[config.mk]
export PLATFORM = sky130hd
export DESIGN_NAME = ecdf_divider
export DESIGN_NICKNAME = d
export VERILOG_FILES = /design/src/hw/rtl/ecdf_pkg.sv /design/src/hw/rtl/ecdf_divider.sv
export SDC_FILE = /design/constraint.sdc
export NUM_CORES = 1
export LEC_CHECK = 0
export ABC_AREA = 0
export BUFFER_PORTS_ARGS = -buffer_cell sky130_fd_sc_hd__buf_2
export CORE_UTILIZATION = 30
export CTS_CLUSTER_SIZE = 24
export DETAILED_ROUTE_END_ITERATION = 7
export GPL_TIMING_DRIVEN = 0
export PLACE_DENSITY = 0.56
export REMOVE_ABC_BUFFERS = 1
export SLEW_MARGIN = 20
export SYNTH_ARGS = -nofsm -noshare
export SYNTH_HDL_FRONTEND = slang
export SYNTH_SLANG_ARGS = --single-unit
[constraint.sdc]
create_clock -name clock -period 2.46 [get_ports clock]
set_clock_uncertainty 0.15 [all_clocks]
set_input_delay 0.123 -clock clock [delete_from_list [all_inputs] [get_ports clock]]
set_output_delay 0.123 -clock clock [all_outputs]
set_load 0.02 [all_outputs]
[src/hw/rtl/ecdf_pkg.sv]
// ----------------------------------------------------------------------------
// ecdf_pkg - shared types and constants for the empirical cdf sampler
// table sizes, field widths, item kinds, sequencer states and the
// structs that run between the table, the divider and the top level
// ----------------------------------------------------------------------------
package ecdf_pkg;

   localparam int TABLE_DEPTH = 65536;
   localparam int INDEX_BITS  = $clog2(TABLE_DEPTH);
   localparam int COUNT_BITS  = INDEX_BITS + 1;
   localparam int VALUE_BITS  = 24;
   localparam int PROB_BITS   = 20;
   localparam int FRAC_BITS   = 8;
   localparam int RESULT_BITS = VALUE_BITS + FRAC_BITS;
   localparam int PROD_BITS   = PROB_BITS + VALUE_BITS;
   localparam int STEP_BITS   = $clog2(RESULT_BITS);

   typedef enum logic [1:0] {
      KIND_CLEAR  = 2'd0,
      KIND_APPEND = 2'd1,
      KIND_DRAW   = 2'd2
   } kind_type;

   typedef enum logic [3:0] {
      ST_IDLE,
      ST_FIRST,
      ST_SEARCH,
      ST_UPPER,
      ST_LOWER,
      ST_MUL,
      ST_DIV_START,
      ST_DIV,
      ST_DONE
   } state_type;

   typedef struct packed {
      logic                  en;
      logic [INDEX_BITS-1:0] addr;
      logic [VALUE_BITS-1:0] value;
      logic [PROB_BITS-1:0]  prob;
   } tbl_wr_type;

   typedef struct packed {
      logic done;
      logic rem_nz;
   } div_status_type;

endpackage

[src/hw/rtl/ecdf_divider.sv]
// ----------------------------------------------------------------------------
// ecdf_divider - serial restoring divider
// one quotient bit per cycle; the upper dividend part must already be
// below the divisor so the quotient fits in RESULT_BITS
// ----------------------------------------------------------------------------
module ecdf_divider
   import ecdf_pkg::*;
(
   input  logic                   clock,
   input  logic                   reset,
   input  logic                   start,
   input  logic [PROB_BITS-1:0]   num_hi,
   input  logic [RESULT_BITS-1:0] num_lo,
   input  logic [PROB_BITS-1:0]   divisor,
   output logic [RESULT_BITS-1:0] quotient,
   output div_status_type         status
);

   logic                   busy_ff, busy_in;
   logic                   done_ff, done_in;
   logic [STEP_BITS-1:0]   cnt_ff, cnt_in;
   logic [PROB_BITS-1:0]   rem_ff, rem_in;
   logic [RESULT_BITS-1:0] quo_ff, quo_in;
   logic [PROB_BITS-1:0]   div_ff, div_in;
   logic [PROB_BITS:0]     trial;
   logic [PROB_BITS:0]     diff;
   logic                   ge;

   assign trial = {rem_ff, quo_ff[RESULT_BITS-1]};
   assign diff  = trial - {1'b0, div_ff};
   assign ge    = trial >= {1'b0, div_ff};

   always_comb begin
      busy_in = busy_ff;
      done_in = 1'b0;
      cnt_in  = cnt_ff;
      rem_in  = rem_ff;
      quo_in  = quo_ff;
      div_in  = div_ff;
      if (start) begin
         busy_in = 1'b1;
         cnt_in  = '0;
         rem_in  = num_hi;
         quo_in  = num_lo;
         div_in  = divisor;
      end else if (busy_ff) begin
         // remainder stays below the divisor, so the low bits suffice
         rem_in = ge ? diff[PROB_BITS-1:0] : trial[PROB_BITS-1:0];
         quo_in = {quo_ff[RESULT_BITS-2:0], ge};
         cnt_in = cnt_ff + 1'b1;
         if (cnt_ff == STEP_BITS'(RESULT_BITS - 1)) begin
            busy_in = 1'b0;
            done_in = 1'b1;
         end
      end
   end

   always_ff @(posedge clock) begin
      if (reset) begin
         busy_ff <= 1'b0;
         done_ff <= 1'b0;
         cnt_ff  <= '0;
      end else begin
         busy_ff <= busy_in;
         done_ff <= done_in;
         cnt_ff  <= cnt_in;
      end
      rem_ff <= rem_in;
      quo_ff <= quo_in;
      div_ff <= div_in;
   end

   assign quotient      = quo_ff;
   assign status.done   = done_ff;
   assign status.rem_nz = rem_ff != '0;

endmodule

==> results by group <==
Run status
  • Status: complete, but fails checks
  • Violated checks: negative setup slack

Synth
  • Synthesized area per cell: 11.7 µm²
  • Post-synth top area cell: edfxtp_1
  • Cell Area, Synth: 4840 µm²
  • Post-synth top flop: edfxtp_1
  • Area contributors post-synth: edfxtp_1 (45%), mux2_2 (7.4%), ha_1 (5.7%)
  • Distinct cells, synth: 74
  • Commonest cells in the netlist: edfxtp_1 (72), mux2_2 (32), inv_1 (28)
  • Fraction of registers with async set/reset: 0
  • Synth Instances: 412
  • Post-synthesis sequential element count: 79
  • Yosys warns: 0
  • Most common cell in the netlist: edfxtp_1
  • Top-area cell type share of the netlist area: 0.447
  • Post-synthesis sequential area ratio: 0.476
  • Post-synth EDFFs: 72

Global routing
  • Gr usage total: 0.177
  • Gr ovfl total: 0
  • Initial antenna violation count: 0
  • Vias in the first global route: 4328
  • First-pass GRT wire length: 22300 µm
  • Largest net degree at the start of global routing: 60

STA
  • Setup ws final: -0.364 ns
  • Endpoints failing hold: 0
  • Period minus WS final: 2.82 ns
  • Unrepaired setup endpoints after global routing: true
  • Fin crit share: 1.15
  • Setup violations, final: 13
  • Slew of the pin with the lowest slew margin: 0.921 ns
  • Max-Slew Margin vs Limit: 0.382
  • Max Freq: 354 MHz
  • Hold Slack: 0.0165 ns
  • Final setup TNS: -2.00 ns
  • Max-slew violation count: 0

Power
  • Leakage: 3.02 nW
  • Pwr/cell area: 837 nW/µm²
  • Max VDD drop: 351 µV

Critical path
  • Critical path class: reg2reg
  • CP arrival: 2.74 ns
  • CP required: 2.38 ns
  • CP Launch Type: flop
  • Critical path endpoint category: flop
  • Maximum fanout along the worst path: 3

CTS
  • Root buf cell: clkbuf_16
  • CTS H-tree depth: 3
  • Clk_lat worst skew: 0.35 ns
  • Cts bufs inserted: 9
  • Clock slew at reported path FFs: 0.06 ns
  • Clock buffer depth: 2
  • CTS sink count: 79
  • CTS tree: yes

Routing
  • Final ANT Viol Nets: 0
  • 1st-pass router iterations: 4
  • Wire per inst: 17.0 µm
  • Post-Route WL: 14600 µm
  • # DRC: 0
  • Vias per inst: 5.05
  • Vias: 4334
  • Initial drt markers: 249

Finish
  • Layout cell share with drive strength beyond 1: 0.477
  • Diodes inserted: 0
  • # nets final: 736
  • Area Overhead vs Synth: 55.0%

Die
  • Core Area: 15800 µm²
  • Die Wd: 129 µm
  • Core Rows: 46
  • Die ar.: 16600 µm²
  • Die Height: 129 µm
  • Ports: 109
  • Initial core utilization: 0.306

Placed design
  • Routability congestion estimate: 0.867
  • DP HPWL: 8810 µm
  • Port bufs: 108

Hold path
  • Hold Crit Class: in2reg

Job
  • Max_cap viols: 0
report_power, final:
| part | internal [mW] | switching [mW] |
|---|---|---|
| Combinational | 1.54 | 1.59 |
| Clock | 0.711 | 0.555 |
| Sequential | 1.72 | 0.159 |
layout make-up:
type                    count  area (µm²)
clock buffers              11         243
clock inverters             5        35.0
fillers                  1434        8320
inverters                  29         109
multi-input cells         283        2800
flip-flops and latches     79        2300
well taps                 216         270
repair buffers            236        1740
state kept, by name (all words and copies together) (netlist names):
signal and count:
done_ff 1, cnt_ff 5, busy_ff 1, rem_ff 20, div_ff 20, quotient 32
what timing repair did:
item | 4_1_cts | 5_1_grt
hold buffers | 62 | 0
resized for setup | 64 | 43
endpoints found under the hold margin | 68 | 0
pin swaps | 23 | 46
setup endpoints to repair | 21 | 21
setup buffers | 32 | 33
cloned | 3 | 1
cells in the final DEF (no fill, tap or decap), drive strengths merged, types with 3 or more instances in the layout:
cell,instances
xnor2,7
buf,173
nand3b,3
o41ai,4
clkbuf,12
mux2i,4
nor2,19
nand4,8
o21ai,18
nand2b,3
ha,22
edfxtp,72
nor4,6
and2,8
a21o,13
a21oi,20
mux2,32
o211ai,5
o31ai,3
nand3,12
dlygate4sd3,62
inv,28
dfxtp,7
o311ai,5
clkinv,5
xor2,11
or2,3
nor3,3
and3,4
nand2,24
a31oi,7
a41oi,9
worst paths after layout:
kind | start | end | slack, ns | depth (start not counted)
worst max-delay path | quotient[31] | rem_ff[18] | -0.36 | 10
worst min-delay path | num_hi[1] | rem_ff[1] | 0.02 | 3
worst max register to register | quotient[31] | rem_ff[18] | -0.36 | 10
worst min register to register | cnt_ff[3] | cnt_ff[3] | 0.37 | 2
layer usage:
layer	wire [µm]	up-vias	GRT usage	share of wire
li1	-	2041	-	-
met1	6130	2108	0.219	0.42
met2	7320	160	0.304	0.50
met3	841	25	0.0355	0.057
met4	350	0	0.0651	0.024
met5	0	-	0	0
cell families (layout without fill, tap and decap cells):
logic type,after synthesis,count (layout),share of synthesized area
AO/OA/AOI/OAI,102,105,0.179
AND/OR/NAND/NOR,101,101,0.117
flip-flops,79,79,0.476
buffers and inverters,53,281,0.0525
multiplexers,36,36,0.0827
adder cells (fa/ha/maj),23,23,0.0610
XOR/XNOR,18,18,0.0326
per-stage QoR:
step	total power, mW	util	instances	setup WS, ns	area, µm²
6_report	6.28	0.474	859	-0.364	7500
3_3_place_gp	3.80	0.348	712	-1.32	5510
5_1_grt	6.57	0.474	859	-0.434	7500
4_1_cts	5.80	0.447	826	-0.319	7070
2_1_floorplan	3.26	-	388	-0.279	4700
3_5_place_dp	3.82	0.350	713	-0.814	5540
worst max-delay path, stage by stage, from the launching register on:
cell and delay, ns:
edfxtp_1 0.39, inv_1 0.08, ha_2 0.18, inv_2 0.04, fa_2 0.35, a21o_1 0.21, a221oi_4 0.36, o41ai_4 0.12
a21oi_2 0.23, mux2i_2 0.32, a31oi_1 0.12
Note: power is estimated with default switching activity, not from simulation.
